==> config.mk <==
export PLATFORM = sky130hd
export DESIGN_NAME = dual_ultrasonic_ranging_sequencer_top
export DESIGN_NICKNAME = d
export VERILOG_FILES = /design/src/durs_pkg.sv /design/src/dual_ultrasonic_ranging_sequencer_top.sv /design/src/durs_seq.sv /design/src/durs_dist.sv
export SDC_FILE = /design/constraint.sdc
export NUM_CORES = 1
export LEC_CHECK = 0
export BUFFER_PORTS_ARGS = -buffer_cell sky130_fd_sc_hd__buf_2
export CAP_MARGIN = 20
export CORE_MARGIN = 2
export CORE_UTILIZATION = 45
export DETAILED_ROUTE_END_ITERATION = 16
export GPL_TIMING_DRIVEN = 0
export SLEW_MARGIN = 30
export SYNTH_ARGS = -nofsm -noshare
export SYNTH_HDL_FRONTEND = slang
export SYNTH_HIERARCHICAL = 1
export SYNTH_SLANG_ARGS = --single-unit
==> constraint.sdc <==
create_clock -name clk -period 10.6 [get_ports clk]
set_input_delay 3.18 -clock clk [delete_from_list [all_inputs] [get_ports clk]]
set_output_delay 3.18 -clock clk [all_outputs]
set_load 0.005 [all_outputs]
==> src/durs_pkg.sv <==
package durs_pkg;

  // field widths
  localparam int unsigned MS_W   = 10;
  localparam int unsigned US_W   = 16;
  localparam int unsigned MM_W   = 16;
  localparam int unsigned MODE_W = 2;
  localparam int unsigned CIDX_W = 2;

  // request modes
  localparam logic [MODE_W-1:0] MODE_START   = 2'd0;
  localparam logic [MODE_W-1:0] MODE_TICK    = 2'd1;
  localparam logic [MODE_W-1:0] MODE_CAPTURE = 2'd2;

  // configuration register indexes
  localparam logic [CIDX_W-1:0] CFG_ECHO_TIMEOUT    = 2'd0;
  localparam logic [CIDX_W-1:0] CFG_TRIGGER_SPACING = 2'd1;
  localparam logic [CIDX_W-1:0] CFG_INVALID_MM      = 2'd2;

  // configuration reset values
  localparam logic [MS_W-1:0] ECHO_TIMEOUT_RST    = 10'd40;
  localparam logic [MS_W-1:0] TRIGGER_SPACING_RST = 10'd60;
  localparam logic [MM_W-1:0] INVALID_MM_RST      = 16'hFFFF;

  // (w*10+29)/58 == (w*5+14)/29, done as multiply by ceil(2^24/29) then shift
  localparam int unsigned NUM_W     = 19;
  localparam int unsigned RECIP_W   = 20;
  localparam int unsigned RECIP_SH  = 24;
  localparam int unsigned PROD_W    = NUM_W + RECIP_W;
  localparam logic [NUM_W-1:0]   ROUND_ADD = 19'd14;
  localparam logic [RECIP_W-1:0] RECIP_29  = 20'd578525;

  // status handed from the sequencer to the distance stage
  typedef struct packed {
    logic            trigger_fire;
    logic            trigger_sensor;
    logic            complete;
    logic            right_valid;
    logic            back_valid;
    logic [US_W-1:0] right_width;
    logic [US_W-1:0] back_width;
  } status_t;

endpackage

==> src/dual_ultrasonic_ranging_sequencer_top.sv <==
// Dual ultrasonic ranging sequencer: measures the right sensor, then the back one.
// Input channel (in_valid / in_stall): one request per transfer, in_mode selects a
// start request, a 1 ms tick or an echo edge capture (in_sensor, in_edge_rising,
// in_capture_time). Every request gives exactly one result on the output channel
// (out_valid / out_stall): trigger event, completion, both valid flags and both
// distances in mm.
// Pipeline: input register, sequencer stage with status register, distance
// stage with result register; a request passes the input, status and result registers.
// Throughput is one request per cycle unless out_stall holds; the sequencer state
// update is combinational, and the mm conversion is one constant multiply at the end.
// Registers advance whenever the stage after them is empty or moving, so a
// stalled receiver fills the three stages before in_stall rises; nothing is lost.
// Configuration (cfg_valid / cfg_ready, cfg_index, cfg_data) is always ready and
// should only be written while no request is in flight.
// Synchronous reset (rst_n low) empties the pipeline, returns the sequencer to
// idle with zero countdowns and clears the flags; config returns to 40 ms,
// 60 ms and marker 65535.
module dual_ultrasonic_ranging_sequencer_top (
  input  logic                         clk,
  input  logic                         rst_n,
  input  logic                         in_valid,
  output logic                         in_stall,
  input  logic [durs_pkg::MODE_W-1:0]  in_mode,
  input  logic                         in_sensor,
  input  logic                         in_edge_rising,
  input  logic [durs_pkg::US_W-1:0]    in_capture_time,
  output logic                         out_valid,
  input  logic                         out_stall,
  output logic                         out_trigger_fire,
  output logic                         out_trigger_sensor,
  output logic                         out_complete,
  output logic                         out_right_valid,
  output logic                         out_back_valid,
  output logic [durs_pkg::MM_W-1:0]    out_right_range,
  output logic [durs_pkg::MM_W-1:0]    out_back_mm,
  input  logic                         cfg_valid,
  output logic                         cfg_ready,
  input  logic [durs_pkg::CIDX_W-1:0]  cfg_index,
  input  logic [durs_pkg::MM_W-1:0]    cfg_data
);

  logic [durs_pkg::MS_W-1:0] echo_timeout_r;
  logic [durs_pkg::MS_W-1:0] trigger_spacing_r;
  logic [durs_pkg::MM_W-1:0] invalid_mm_r;
  logic                      st_valid;
  logic                      st_ready;
  durs_pkg::status_t         st;

  assign cfg_ready = 1'b1;

  // configuration registers
  always_ff @(posedge clk) begin
    if (!rst_n) begin
      echo_timeout_r    <= durs_pkg::ECHO_TIMEOUT_RST;
      trigger_spacing_r <= durs_pkg::TRIGGER_SPACING_RST;
      invalid_mm_r      <= durs_pkg::INVALID_MM_RST;
    end else if (cfg_valid && cfg_ready) begin
      case (cfg_index)
        durs_pkg::CFG_ECHO_TIMEOUT:    echo_timeout_r    <= cfg_data[durs_pkg::MS_W-1:0];
        durs_pkg::CFG_TRIGGER_SPACING: trigger_spacing_r <= cfg_data[durs_pkg::MS_W-1:0];
        durs_pkg::CFG_INVALID_MM:      invalid_mm_r      <= cfg_data;
        default: begin
        end
      endcase
    end
  end

  // sequencer
  durs_seq u_seq (
    .clk                (clk),
    .rst_n              (rst_n),
    .in_valid           (in_valid),
    .in_stall           (in_stall),
    .in_mode            (in_mode),
    .in_sensor          (in_sensor),
    .in_edge_rising     (in_edge_rising),
    .in_capture_time    (in_capture_time),
    .echo_timeout_ms    (echo_timeout_r),
    .trigger_spacing_ms (trigger_spacing_r),
    .st_valid           (st_valid),
    .st                 (st),
    .st_ready           (st_ready)
  );

  // distance conversion and result register
  durs_dist u_dist (
    .clk                (clk),
    .rst_n              (rst_n),
    .st_valid           (st_valid),
    .st                 (st),
    .st_ready           (st_ready),
    .invalid_mm         (invalid_mm_r),
    .out_valid          (out_valid),
    .out_stall          (out_stall),
    .out_trigger_fire   (out_trigger_fire),
    .out_trigger_sensor (out_trigger_sensor),
    .out_complete       (out_complete),
    .out_right_valid    (out_right_valid),
    .out_back_valid     (out_back_valid),
    .out_right_range    (out_right_range),
    .out_back_mm        (out_back_mm)
  );

  // input only backs up when every stage is full and the receiver stalls
  a_stall_full: assert property (@(posedge clk) disable iff (!rst_n)
    in_stall |-> (out_valid && out_stall))
    else $error("input stalled while the pipeline can still move");

  // a trigger is only fired before the back echo has been measured
  a_fire_no_back: assert property (@(posedge clk) disable iff (!rst_n)
    (out_valid && out_trigger_fire) |-> !out_back_valid)
    else $error("trigger fired with back measurement already valid");

  // pipeline is empty right after reset
  a_reset_empty: assert property (@(posedge clk)
    $past(!rst_n) |-> !out_valid)
    else $error("result valid right after reset");

endmodule

==> src/durs_seq.sv <==
module durs_seq (
  input  logic                         clk,
  input  logic                         rst_n,
  input  logic                         in_valid,
  output logic                         in_stall,
  input  logic [durs_pkg::MODE_W-1:0]  in_mode,
  input  logic                         in_sensor,
  input  logic                         in_edge_rising,
  input  logic [durs_pkg::US_W-1:0]    in_capture_time,
  input  logic [durs_pkg::MS_W-1:0]    echo_timeout_ms,
  input  logic [durs_pkg::MS_W-1:0]    trigger_spacing_ms,
  output logic                         st_valid,
  output durs_pkg::status_t            st,
  input  logic                         st_ready
);

  typedef enum logic [2:0] {
    PH_IDLE,
    PH_TRIG_RIGHT,
    PH_WAIT_R_RISE,
    PH_WAIT_R_FALL,
    PH_TRIG_BACK,
    PH_WAIT_B_RISE,
    PH_WAIT_B_FALL,
    PH_DONE
  } phase_t;

  // input register
  logic                        s1_valid_r;
  logic [durs_pkg::MODE_W-1:0] s1_mode_r;
  logic                        s1_sensor_r;
  logic                        s1_rising_r;
  logic [durs_pkg::US_W-1:0]   s1_stamp_r;

  // sequencer state
  phase_t                      phase_r, phase_nxt;
  logic [durs_pkg::US_W-1:0]   rise_stamp_r, rise_stamp_nxt;
  logic [durs_pkg::US_W-1:0]   right_width_r, right_width_nxt;
  logic [durs_pkg::US_W-1:0]   back_width_r, back_width_nxt;
  logic [durs_pkg::MS_W-1:0]   echo_left_r, echo_left_nxt;
  logic [durs_pkg::MS_W-1:0]   spacing_left_r, spacing_left_nxt;
  logic                        right_flag_r, right_flag_nxt;
  logic                        back_flag_r, back_flag_nxt;
  logic                        fire;

  // status register
  logic                        st_valid_r;
  durs_pkg::status_t           st_r, st_nxt;

  logic s2_ready;
  logic s2_load;
  logic s1_ready;
  logic in_take;

  assign s2_ready = !st_valid_r || st_ready;
  assign s2_load  = s1_valid_r && s2_ready;
  assign s1_ready = !s1_valid_r || s2_ready;
  assign in_stall = !s1_ready;
  assign in_take  = in_valid && s1_ready;
  assign st_valid = st_valid_r;
  assign st       = st_r;

  // next state for the request in the input register
  always_comb begin
    phase_nxt        = phase_r;
    rise_stamp_nxt   = rise_stamp_r;
    right_width_nxt  = right_width_r;
    back_width_nxt   = back_width_r;
    echo_left_nxt    = echo_left_r;
    spacing_left_nxt = spacing_left_r;
    right_flag_nxt   = right_flag_r;
    back_flag_nxt    = back_flag_r;
    fire             = 1'b0;
    case (s1_mode_r)
      durs_pkg::MODE_START: begin
        if (phase_r == PH_IDLE || phase_r == PH_DONE) begin
          right_flag_nxt = 1'b0;
          back_flag_nxt  = 1'b0;
          phase_nxt      = PH_TRIG_RIGHT;
          if (spacing_left_r == '0) begin
            echo_left_nxt    = echo_timeout_ms;
            spacing_left_nxt = trigger_spacing_ms;
            phase_nxt        = PH_WAIT_R_RISE;
            fire             = 1'b1;
          end
        end
      end
      durs_pkg::MODE_TICK: begin
        // saturating countdowns
        if (echo_left_r != '0) begin
          echo_left_nxt = echo_left_r - 1'b1;
        end
        if (spacing_left_r != '0) begin
          spacing_left_nxt = spacing_left_r - 1'b1;
        end
        // pending trigger
        if (phase_r == PH_TRIG_RIGHT && spacing_left_nxt == '0) begin
          echo_left_nxt    = echo_timeout_ms;
          spacing_left_nxt = trigger_spacing_ms;
          phase_nxt        = PH_WAIT_R_RISE;
          fire             = 1'b1;
        end else if (phase_r == PH_TRIG_BACK && spacing_left_nxt == '0) begin
          echo_left_nxt    = echo_timeout_ms;
          spacing_left_nxt = trigger_spacing_ms;
          phase_nxt        = PH_WAIT_B_RISE;
          fire             = 1'b1;
        end
        // echo timeout
        if ((phase_nxt inside {PH_WAIT_R_RISE, PH_WAIT_R_FALL}) && echo_left_nxt == '0) begin
          phase_nxt = PH_TRIG_BACK;
        end else if ((phase_nxt inside {PH_WAIT_B_RISE, PH_WAIT_B_FALL}) &&
                     echo_left_nxt == '0) begin
          phase_nxt = PH_DONE;
        end
      end
      durs_pkg::MODE_CAPTURE: begin
        if (!s1_sensor_r) begin
          if (phase_r == PH_WAIT_R_RISE && s1_rising_r) begin
            rise_stamp_nxt = s1_stamp_r;
            phase_nxt      = PH_WAIT_R_FALL;
          end else if (phase_r == PH_WAIT_R_FALL && !s1_rising_r) begin
            right_width_nxt = s1_stamp_r - rise_stamp_r;
            right_flag_nxt  = 1'b1;
            phase_nxt       = PH_TRIG_BACK;
          end
        end else begin
          if (phase_r == PH_WAIT_B_RISE && s1_rising_r) begin
            rise_stamp_nxt = s1_stamp_r;
            phase_nxt      = PH_WAIT_B_FALL;
          end else if (phase_r == PH_WAIT_B_FALL && !s1_rising_r) begin
            back_width_nxt = s1_stamp_r - rise_stamp_r;
            back_flag_nxt  = 1'b1;
            phase_nxt      = PH_DONE;
          end
        end
      end
      default: begin
      end
    endcase

    // status seen after this request
    st_nxt.trigger_fire   = fire;
    st_nxt.trigger_sensor = phase_nxt inside {PH_TRIG_BACK, PH_WAIT_B_RISE, PH_WAIT_B_FALL};
    st_nxt.complete       = (phase_nxt == PH_DONE);
    st_nxt.right_valid    = right_flag_nxt;
    st_nxt.back_valid     = back_flag_nxt;
    st_nxt.right_width    = right_width_nxt;
    st_nxt.back_width     = back_width_nxt;
  end

  // input register, sequencer state and status register
  always_ff @(posedge clk) begin
    if (!rst_n) begin
      s1_valid_r     <= 1'b0;
      st_valid_r     <= 1'b0;
      phase_r        <= PH_IDLE;
      rise_stamp_r   <= '0;
      right_width_r  <= '0;
      back_width_r   <= '0;
      echo_left_r    <= '0;
      spacing_left_r <= '0;
      right_flag_r   <= 1'b0;
      back_flag_r    <= 1'b0;
    end else begin
      if (s1_ready) begin
        s1_valid_r <= in_valid;
      end
      if (s2_ready) begin
        st_valid_r <= s1_valid_r;
      end
      if (s2_load) begin
        phase_r        <= phase_nxt;
        rise_stamp_r   <= rise_stamp_nxt;
        right_width_r  <= right_width_nxt;
        back_width_r   <= back_width_nxt;
        echo_left_r    <= echo_left_nxt;
        spacing_left_r <= spacing_left_nxt;
        right_flag_r   <= right_flag_nxt;
        back_flag_r    <= back_flag_nxt;
      end
    end
    if (in_take) begin
      s1_mode_r   <= in_mode;
      s1_sensor_r <= in_sensor;
      s1_rising_r <= in_edge_rising;
      s1_stamp_r  <= in_capture_time;
    end
    if (s2_load) begin
      st_r <= st_nxt;
    end
  end

endmodule

==> src/durs_dist.sv <==
module durs_dist (
  input  logic                       clk,
  input  logic                       rst_n,
  input  logic                       st_valid,
  input  durs_pkg::status_t          st,
  output logic                       st_ready,
  input  logic [durs_pkg::MM_W-1:0]  invalid_mm,
  output logic                       out_valid,
  input  logic                       out_stall,
  output logic                       out_trigger_fire,
  output logic                       out_trigger_sensor,
  output logic                       out_complete,
  output logic                       out_right_valid,
  output logic                       out_back_valid,
  output logic [durs_pkg::MM_W-1:0]  out_right_range,
  output logic [durs_pkg::MM_W-1:0]  out_back_mm
);

  logic                       out_valid_r;
  durs_pkg::status_t          flags_r;
  logic [durs_pkg::MM_W-1:0]  right_range_r, right_range_nxt;
  logic [durs_pkg::MM_W-1:0]  back_mm_r, back_mm_nxt;
  logic                       load;

  // echo width in us to saturated millimetres, or the marker when not measured
  function automatic logic [durs_pkg::MM_W-1:0] to_mm(
    input logic                      meas_ok,
    input logic [durs_pkg::US_W-1:0] width,
    input logic [durs_pkg::MM_W-1:0] marker
  );
    logic [durs_pkg::NUM_W-1:0]  num;
    logic [durs_pkg::PROD_W-1:0] prod;
    logic [durs_pkg::MM_W-1:0]   scaled;
    num    = durs_pkg::NUM_W'({width, 2'b00}) + durs_pkg::NUM_W'(width) + durs_pkg::ROUND_ADD;
    prod   = durs_pkg::PROD_W'(num) * durs_pkg::PROD_W'(durs_pkg::RECIP_29);
    scaled = durs_pkg::MM_W'(prod >> durs_pkg::RECIP_SH);
    if (!meas_ok) begin
      return marker;
    end else if (scaled < marker) begin
      return scaled;
    end else begin
      return marker - 1'b1;
    end
  endfunction

  assign st_ready = !out_valid_r || !out_stall;
  assign load     = st_valid && st_ready;

  always_comb begin
    right_range_nxt = to_mm(st.right_valid, st.right_width, invalid_mm);
    back_mm_nxt     = to_mm(st.back_valid, st.back_width, invalid_mm);
  end

  // result register
  always_ff @(posedge clk) begin
    if (!rst_n) begin
      out_valid_r <= 1'b0;
    end else if (st_ready) begin
      out_valid_r <= st_valid;
    end
    if (load) begin
      flags_r       <= st;
      right_range_r <= right_range_nxt;
      back_mm_r     <= back_mm_nxt;
    end
  end

  assign out_valid          = out_valid_r;
  assign out_trigger_fire   = flags_r.trigger_fire;
  assign out_trigger_sensor = flags_r.trigger_sensor;
  assign out_complete       = flags_r.complete;
  assign out_right_valid    = flags_r.right_valid;
  assign out_back_valid     = flags_r.back_valid;
  assign out_right_range    = right_range_r;
  assign out_back_mm        = back_mm_r;

endmodule
==> results of run 1 <==
registers in the layout, summed over array words and instances (netlist names), 2 cells and up:
name,cells
echo_timeout_r,10
invalid_mm_r,16
trigger_spacing_r,10
u_dist/out_back_mm,16
u_dist/out_right_range,16
u_seq/back_width_r,16
u_seq/echo_left_r,10
u_seq/phase_r,3
u_seq/right_width_r,16
u_seq/rise_stamp_r,16
u_seq/s1_mode_r,2
u_seq/s1_stamp_r,16
u_seq/spacing_left_r,10
u_seq/st,37
per-stage QoR:
stage          instance area (µm²)  cells
2_1_floorplan                26200   2803
4_1_cts                      29700   3758
6_report                     30800   3808
5_1_grt                      30800   3808
3_3_place_gp                 27500   3647
3_5_place_dp                 27600   3650
synthesized netlist by cell type, types with 6 or more instances:
| cell type | number | area share, % |
|---|---|---|
| o211a_1 | 7 | 0.27 |
| o211ai_1 | 22 | 0.63 |
| clkbuf_1 | 50 | 0.72 |
| o31ai_1 | 13 | 0.37 |
| nand3_1 | 68 | 1.3 |
| a22oi_1 | 14 | 0.40 |
| mux2_2 | 13 | 0.56 |
| o21bai_1 | 7 | 0.20 |
| and2_1 | 8 | 0.19 |
| or3_1 | 16 | 0.38 |
| o31a_1 | 6 | 0.20 |
| nor3_1 | 49 | 0.94 |
| nand2_1 | 168 | 2.4 |
| and3_1 | 16 | 0.38 |
| or2_2 | 11 | 0.26 |
| o22ai_1 | 6 | 0.14 |
| o21ai_0 | 88 | 1.7 |
| nand3b_1 | 6 | 0.17 |
| a21oi_1 | 115 | 2.2 |
| ha_1 | 426 | 20 |
| nand2b_1 | 16 | 0.38 |
| a31oi_1 | 16 | 0.38 |
| nor4_1 | 10 | 0.24 |
| mux2i_1 | 59 | 2.3 |
| inv_1 | 611 | 8.8 |
| o21a_1 | 26 | 0.75 |
| edfxtp_1 | 94 | 11 |
| o21ai_1 | 16 | 0.31 |
| nor2b_1 | 26 | 0.62 |
| a21boi_0 | 7 | 0.20 |
| nand4b_1 | 17 | 0.57 |
| xnor2_1 | 41 | 1.4 |
| a211oi_1 | 11 | 0.32 |
| nor2_1 | 127 | 1.8 |
| buf_2 | 9 | 0.17 |
| dfxtp_1 | 112 | 8.6 |
| nand4_1 | 10 | 0.24 |
| a21o_1 | 39 | 1.1 |
| xor2_1 | 31 | 1.0 |
| and4_1 | 6 | 0.20 |
| fa_1 | 278 | 21 |
cells by family (layout without fill, tap and decap cells):
family                   count (synthesis)  count (layout)  synth area share, %
XOR/XNOR                                72              72                 2.41
flip-flops                             206             206                 19.4
AO/OA/AOI/OAI                          465             465                 11.9
other                                    1               1               0.0143
adder cells (fa/ha/maj)                704             704                 41.6
multiplexers                            72              72                 2.82
buffers and inverters                  689             929                 10.3
AND/OR/NAND/NOR                        594             594                 11.5
final timing paths:
| kind | slack [ns] | depth (start not counted) | endpoint | start |
|---|---|---|---|---|
| max reg2reg | 0.05 | 47 | u_dist/out_back_mm[13] | u_seq/st[0] |
| min | 0.42 | 0 | u_dist/out_trigger_fire | u_seq/st[36] |
| min reg2reg | 0.42 | 0 | u_dist/out_trigger_fire | u_seq/st[36] |
| max | 0.05 | 47 | u_dist/out_back_mm[13] | u_seq/st[0] |
per-layer routing:
metal / track usage [%] / share of wire [%]
met5: 0 / 0
met2: 39.7 / 46
met4: 6.12 / 3.1
met1: 32.0 / 46
met3: 3.14 / 5.1
what timing repair did:
item                       in CTS  in global routing
gates cloned                    1                  5
gates resized for setup       166                142
hold endpoints to repair        0                  0
setup endpoints to repair      32                 32
setup buffers                  65                 46
pin swaps                      93                126
hold buffers                    0                  0
final cells by class:
type                       instances  area, µm²  share of cell area [%]
clock inverter                    13        116                   0.377
multi-input combinational       1908      19800                    64.3
timing repair buffer             199       1470                    4.76
tap                              765        957                    3.10
inverter                         613       2330                    7.56
clock buffer                      29        621                    2.01
sequential                       206       5060                    16.4
buffer                            75        458                    1.48
==> metrics.md, run 1 <==
| Metric | Value |
|---|---|
| Status | completed |
| CTS tree | yes |
| Yosys warnings | 6 |
| Final net count | approximately 3,800 |
| Tcrit/Tclk final | between 90% and 100% |
| Die area | roughly 0.060 mm² |
| Dpl hpwl | about 58 mm |
| Cells after synthesis | approximately 2,800 |
| Worst-case clock buffer depth | 3 |
| Largest net degree at the start of global routing | 47 |
| Critical path arrival | about 11 ns |
| Setup TNS | 0 ns |
| Top_reg_cell synth | dfxtp_1 |
| Fmax | roughly 0.095 GHz |
| Filler instances | 5,213 |
| Slew headroom | about 25% |
| # rows | 88 |
| Core Area | 0.0576 mm² |
| First-pass GRT wire length | about 110 mm |
| DR WL/cell | 18.7 µm |
| Worst path slowest cell | fa_2 |
| IO Port Bufs | around 80 |
| Most frequent cells in the layout | 581 x inv_1, 398 x ha_1, 262 x fa_1, 168 x nand2_1, 119 x nor2_1 |
| Vias in the first global route | ~21,000 |
| Residual DRC count | 0 |
| Vias/cell | between 5 and 6 |
| Post-synthesis cell type count | approximately 110 |
| Ys async rst share | 0% |
| Util after Layout | 53.6% |
| Die H | 245 µm |
| Final Hold Viols | 0 |
| Mean Syn Cell Area | between 9 and 10 µm² |
| Setup-violating endpoint count in the final report | 0 |
| RePlAce Congestion | around 0.99 |
| CP Launch Type | register |
| Crit Path Category | reg2reg |
| Max cap viols | 0 |
| Hold crit path type | reg2reg |
| DR pass1 iterations | 6 |
| Inserted Clock Buffers | 23 |
| Worst-margin pin slew | around 1.1 ns |
| Root buffer cell | clkbuf_16 |
| Clock Latency Late Sink | between 0.5 and 0.6 ns |
| Sequential area share after synthesis | between 10% and 20% |
| CP Max Fanout | 8 |
| DR iter-0 viols | between 1,000 and 1,500 |
| Remaining Overflow, GRT | 0 |
| Gr usage total | between 20% and 30% |
| RSZ-0062 raised after global routing | yes |
| DR vias | around 20,000 |
| Delay of the slowest critical-path stage | approximately 0.61 ns |
| Final min period | around 11 ns |
| Synth-to-Final Area Change | 17.9% |
| Pre-CTS setup slack | -2.03 ns |
| Sink Count | 206 |
| Slew Limit Fails | 0 |
| Critical path required time | between 10 and 15 ns |
| Starting Density | between 40% and 50% |
| Ratio of cells with drive above 1 in the final layout | 18.0% |
| CTS H-Tree Depth | 1 |
| Clock Skew | around 0.018 ns |
| CTS clock-pin slew for the worst setup and hold paths | about 0.060 ns |
| Seq cells post-synth | about 210 |
| DIE WIDTH | 245 µm |
| Bufs and invs on worst path | 9 |
| I/O pin total | 83 |
| EDFF count, synth | 94 |
| Diode count | 0 |
| Total wire length | ~70 mm |
| Post-Synthesis Cell Area | 0.0262 mm² |
| Crit. End Element | register |
| Min Hold Slack | roughly 0.42 ns |
| Post-route ant nets | 0 |
| CP delay by family, top | adder cells |
| Commonest non-fill, non-tap cell in the layout | inv_1 |
| Syn nets | 3,550 |
| Initial antenna violation count | 0 |
| Final worst slack | roughly 0.052 ns |
Power of run 1 is left out: the tool's default activity adds up to more than one toggle a clock period on the data nets, which glitch-free logic cannot reach.
==> run 2: changes to the inputs <==
--- a/config.mk
+++ b/config.mk
@@ -5,6 +5,7 @@
 export SDC_FILE = /design/constraint.sdc
 export NUM_CORES = 1
 export LEC_CHECK = 0
+export ABC_AREA = 1
 export BUFFER_PORTS_ARGS = -buffer_cell sky130_fd_sc_hd__buf_2
 export CAP_MARGIN = 20
 export CORE_MARGIN = 2
==> metrics.md, run 2 <==
| Metric | Value |
|---|---|
| Status | completed |
| Starting Density | around 46% |
| Remaining Overflow, GRT | 0 |
| CP delay by family, top | adder cells |
| CP Max Fanout | 10 |
| Dpl hpwl | 58.3 mm |
| Non-filler cells, final | between 4,000 and 5,000 |
| Post-route ant nets | 0 |
| Worst-case clock buffer depth | 3 |
| DR pass1 iterations | 5 |
| Pre-CTS setup slack | -0.952 ns |
| First-pass GRT wire length | ~110 mm |
| Total wire length | approximately 68 mm |
| Slew Limit Fails | 0 |
| Post-synthesis cell type count | 60 |
| Inserted Clock Buffers | 23 |
| Hold crit path type | reg2reg |
| Clock Skew | 0.0291 ns |
| Seq cells post-synth | 206 |
| DIE WIDTH | between 200 and 250 µm |
| Hold Crit Start | u_seq/st[36] |
| Final Instance Area | ~0.030 mm² |
| Initial antenna violation count | 0 |
| Share of the synthesized area in the top cell type | approximately 20% |
| DR vias | around 21,000 |
| CTS tree | yes |
| Clock Latency Late Sink | 0.55 ns |
| Max reg flops | 37 |
| Yosys warnings | 6 |
| # rows | ~90 |
| Ratio of cells with drive above 1 in the final layout | approximately 7.6% |
| Commonest non-fill, non-tap cell in the layout | inv_1 |
| Bufs and invs on worst path | 11 |
| Vias in the first global route | between 20,000 and 25,000 |
| I/O pin total | 83 |
| Critical path launch point | u_seq/st[16] |
| Core Area | 0.0594 mm² |
| DR iter-0 viols | roughly 1,300 |
| Root buffer cell | clkbuf_16 |
| Final worst slack | roughly 0.63 ns |
| Tcrit/Tclk final | 94.1% |
| Final net count | 4,237 |
| Residual DRC count | 0 |
| Top-count cell post-synth | inv_1 |
| Sink Count | between 200 and 250 |
| EDFF count, synth | 94 |
| Critical path arrival | about 10 ns |
| CP Launch Type | register |
| Diode count | 0 |
| Worst-margin pin slew | ~1 ns |
| Worst path slowest cell | fa_1 |
| Syn nets | between 4,000 and 5,000 |
| Top_reg_cell synth | dfxtp_1 |
| Placed insts | 4,220 |
| R2R Path Start | u_seq/st[16] |
| Sequential area share after synthesis | 18.7% |
| Final min period | about 10 ns |
| RePlAce Congestion | around 0.9 |
| IO Port Bufs | 79 |
| Synth-to-Final Area Change | 9.41% |
| Post-Synthesis Cell Area | 0.0271 mm² |
| Largest net degree at the start of global routing | 46 |
| Mean Syn Cell Area | approximately 8 µm² |
| CTS H-Tree Depth | 1 |
| Slew headroom | between 30% and 40% |
| Die area | between 0.06 and 0.07 mm² |
| Yosys top cell by area | fa_1 |
| Final Hold Viols | 0 |
| Crit Path Category | reg2reg |
| Setup-violating endpoint count in the final report | 0 |
| Most instantiated cells after synthesis | 858 x inv_1, 552 x nand2_1, 426 x ha_1 |
| Min Hold Slack | ~0.4 ns |
| Cells after synthesis | roughly 3,400 |
| Gr usage total | about 22% |
| Max cap viols | 0 |
| Fmax | roughly 0.1 GHz |
| DR WL/cell | roughly 16 µm |
| Instance area at placement | 0.0286 mm² |
| CTS clock-pin slew for the worst setup and hold paths | about 0.060 ns |
| Delay of the slowest critical-path stage | roughly 0.6 ns |
| Most frequent cells in the layout | 855 x inv_1, 550 x nand2_1, 426 x ha_1, 277 x fa_1, 201 x a21oi_1 |
| Die H | 250 µm |
| Ys async rst share | 0% |
| Cell mode on critical path | inv_1 |
| Synth top area cells | fa_1 21%, ha_1 20%, inv_1 12% |
| Critical path required time | roughly 11 ns |
| Vias/cell | 4.96 |
| Crit. End Element | register |
[run 2: path summary, 6_finish.rpt]
check             slack, ns                         end  cells past startpoint
hold reg to reg        0.41     u_dist/out_trigger_fire                      0
hold / removal         0.41     u_dist/out_trigger_fire                      0
setup / recovery       0.63  u_dist/out_right_range[15]                     46
setup reg to reg       0.63  u_dist/out_right_range[15]                     46
[run 2: kinds of logic (layout without fill, tap and decap cells)]
| group | count (synthesis) | count (layout) | share of synthesized area [%] |
|---|---|---|---|
| adder cells (fa/ha/maj) | 704 | 704 | 40.2 |
| XOR/XNOR | 80 | 80 | 2.58 |
| buffers and inverters | 930 | 1072 | 13.3 |
| other | 1 | 1 | 0.0138 |
| AND/OR/NAND/NOR | 994 | 994 | 16.0 |
| AO/OA/AOI/OAI | 450 | 450 | 9.24 |
| flip-flops | 206 | 206 | 18.7 |
[run 2: final cells by class]
cell class / count / area [µm²]
buffer: 60 / 360
clock buffer: 32 / 662
clock inverter: 10 / 82.6
fill: 5909 / 29700
inverter: 870 / 3270
multi-input combinational: 2229 / 18700
sequential: 206 / 5060
tap: 773 / 967
timing repair buffer: 100 / 613
[run 2: what timing repair did]
action	CTS	global route
setup endpoints to repair	32	32
pin swaps	2	9
resized for setup	5	39
hold buffers	0	0
buffers inserted	5	13
[run 2: per-stage QoR]
stage	utilization, %	setup TNS [ns]
3_3_place_gp	48.0	-19.11
6_report	50.0	0
4_1_cts	49.5	0
5_1_grt	50.0	-0.162
2_1_floorplan	-	0
3_5_place_dp	48.2	-20.49
[run 2: routing by layer]
| layer | track usage (%) | up-vias | routed length [µm] |
|---|---|---|---|
| met5 | 0 | - | 0 |
| met2 | 38.9 | 413 | 31700 |
| li1 | - | 10800 | - |
| met3 | 1.41 | 78 | 2750 |
| met4 | 5.40 | 0 | 1570 |
| met1 | 30.5 | 9928 | 31500 |
Power of run 2 is left out for the same reason.
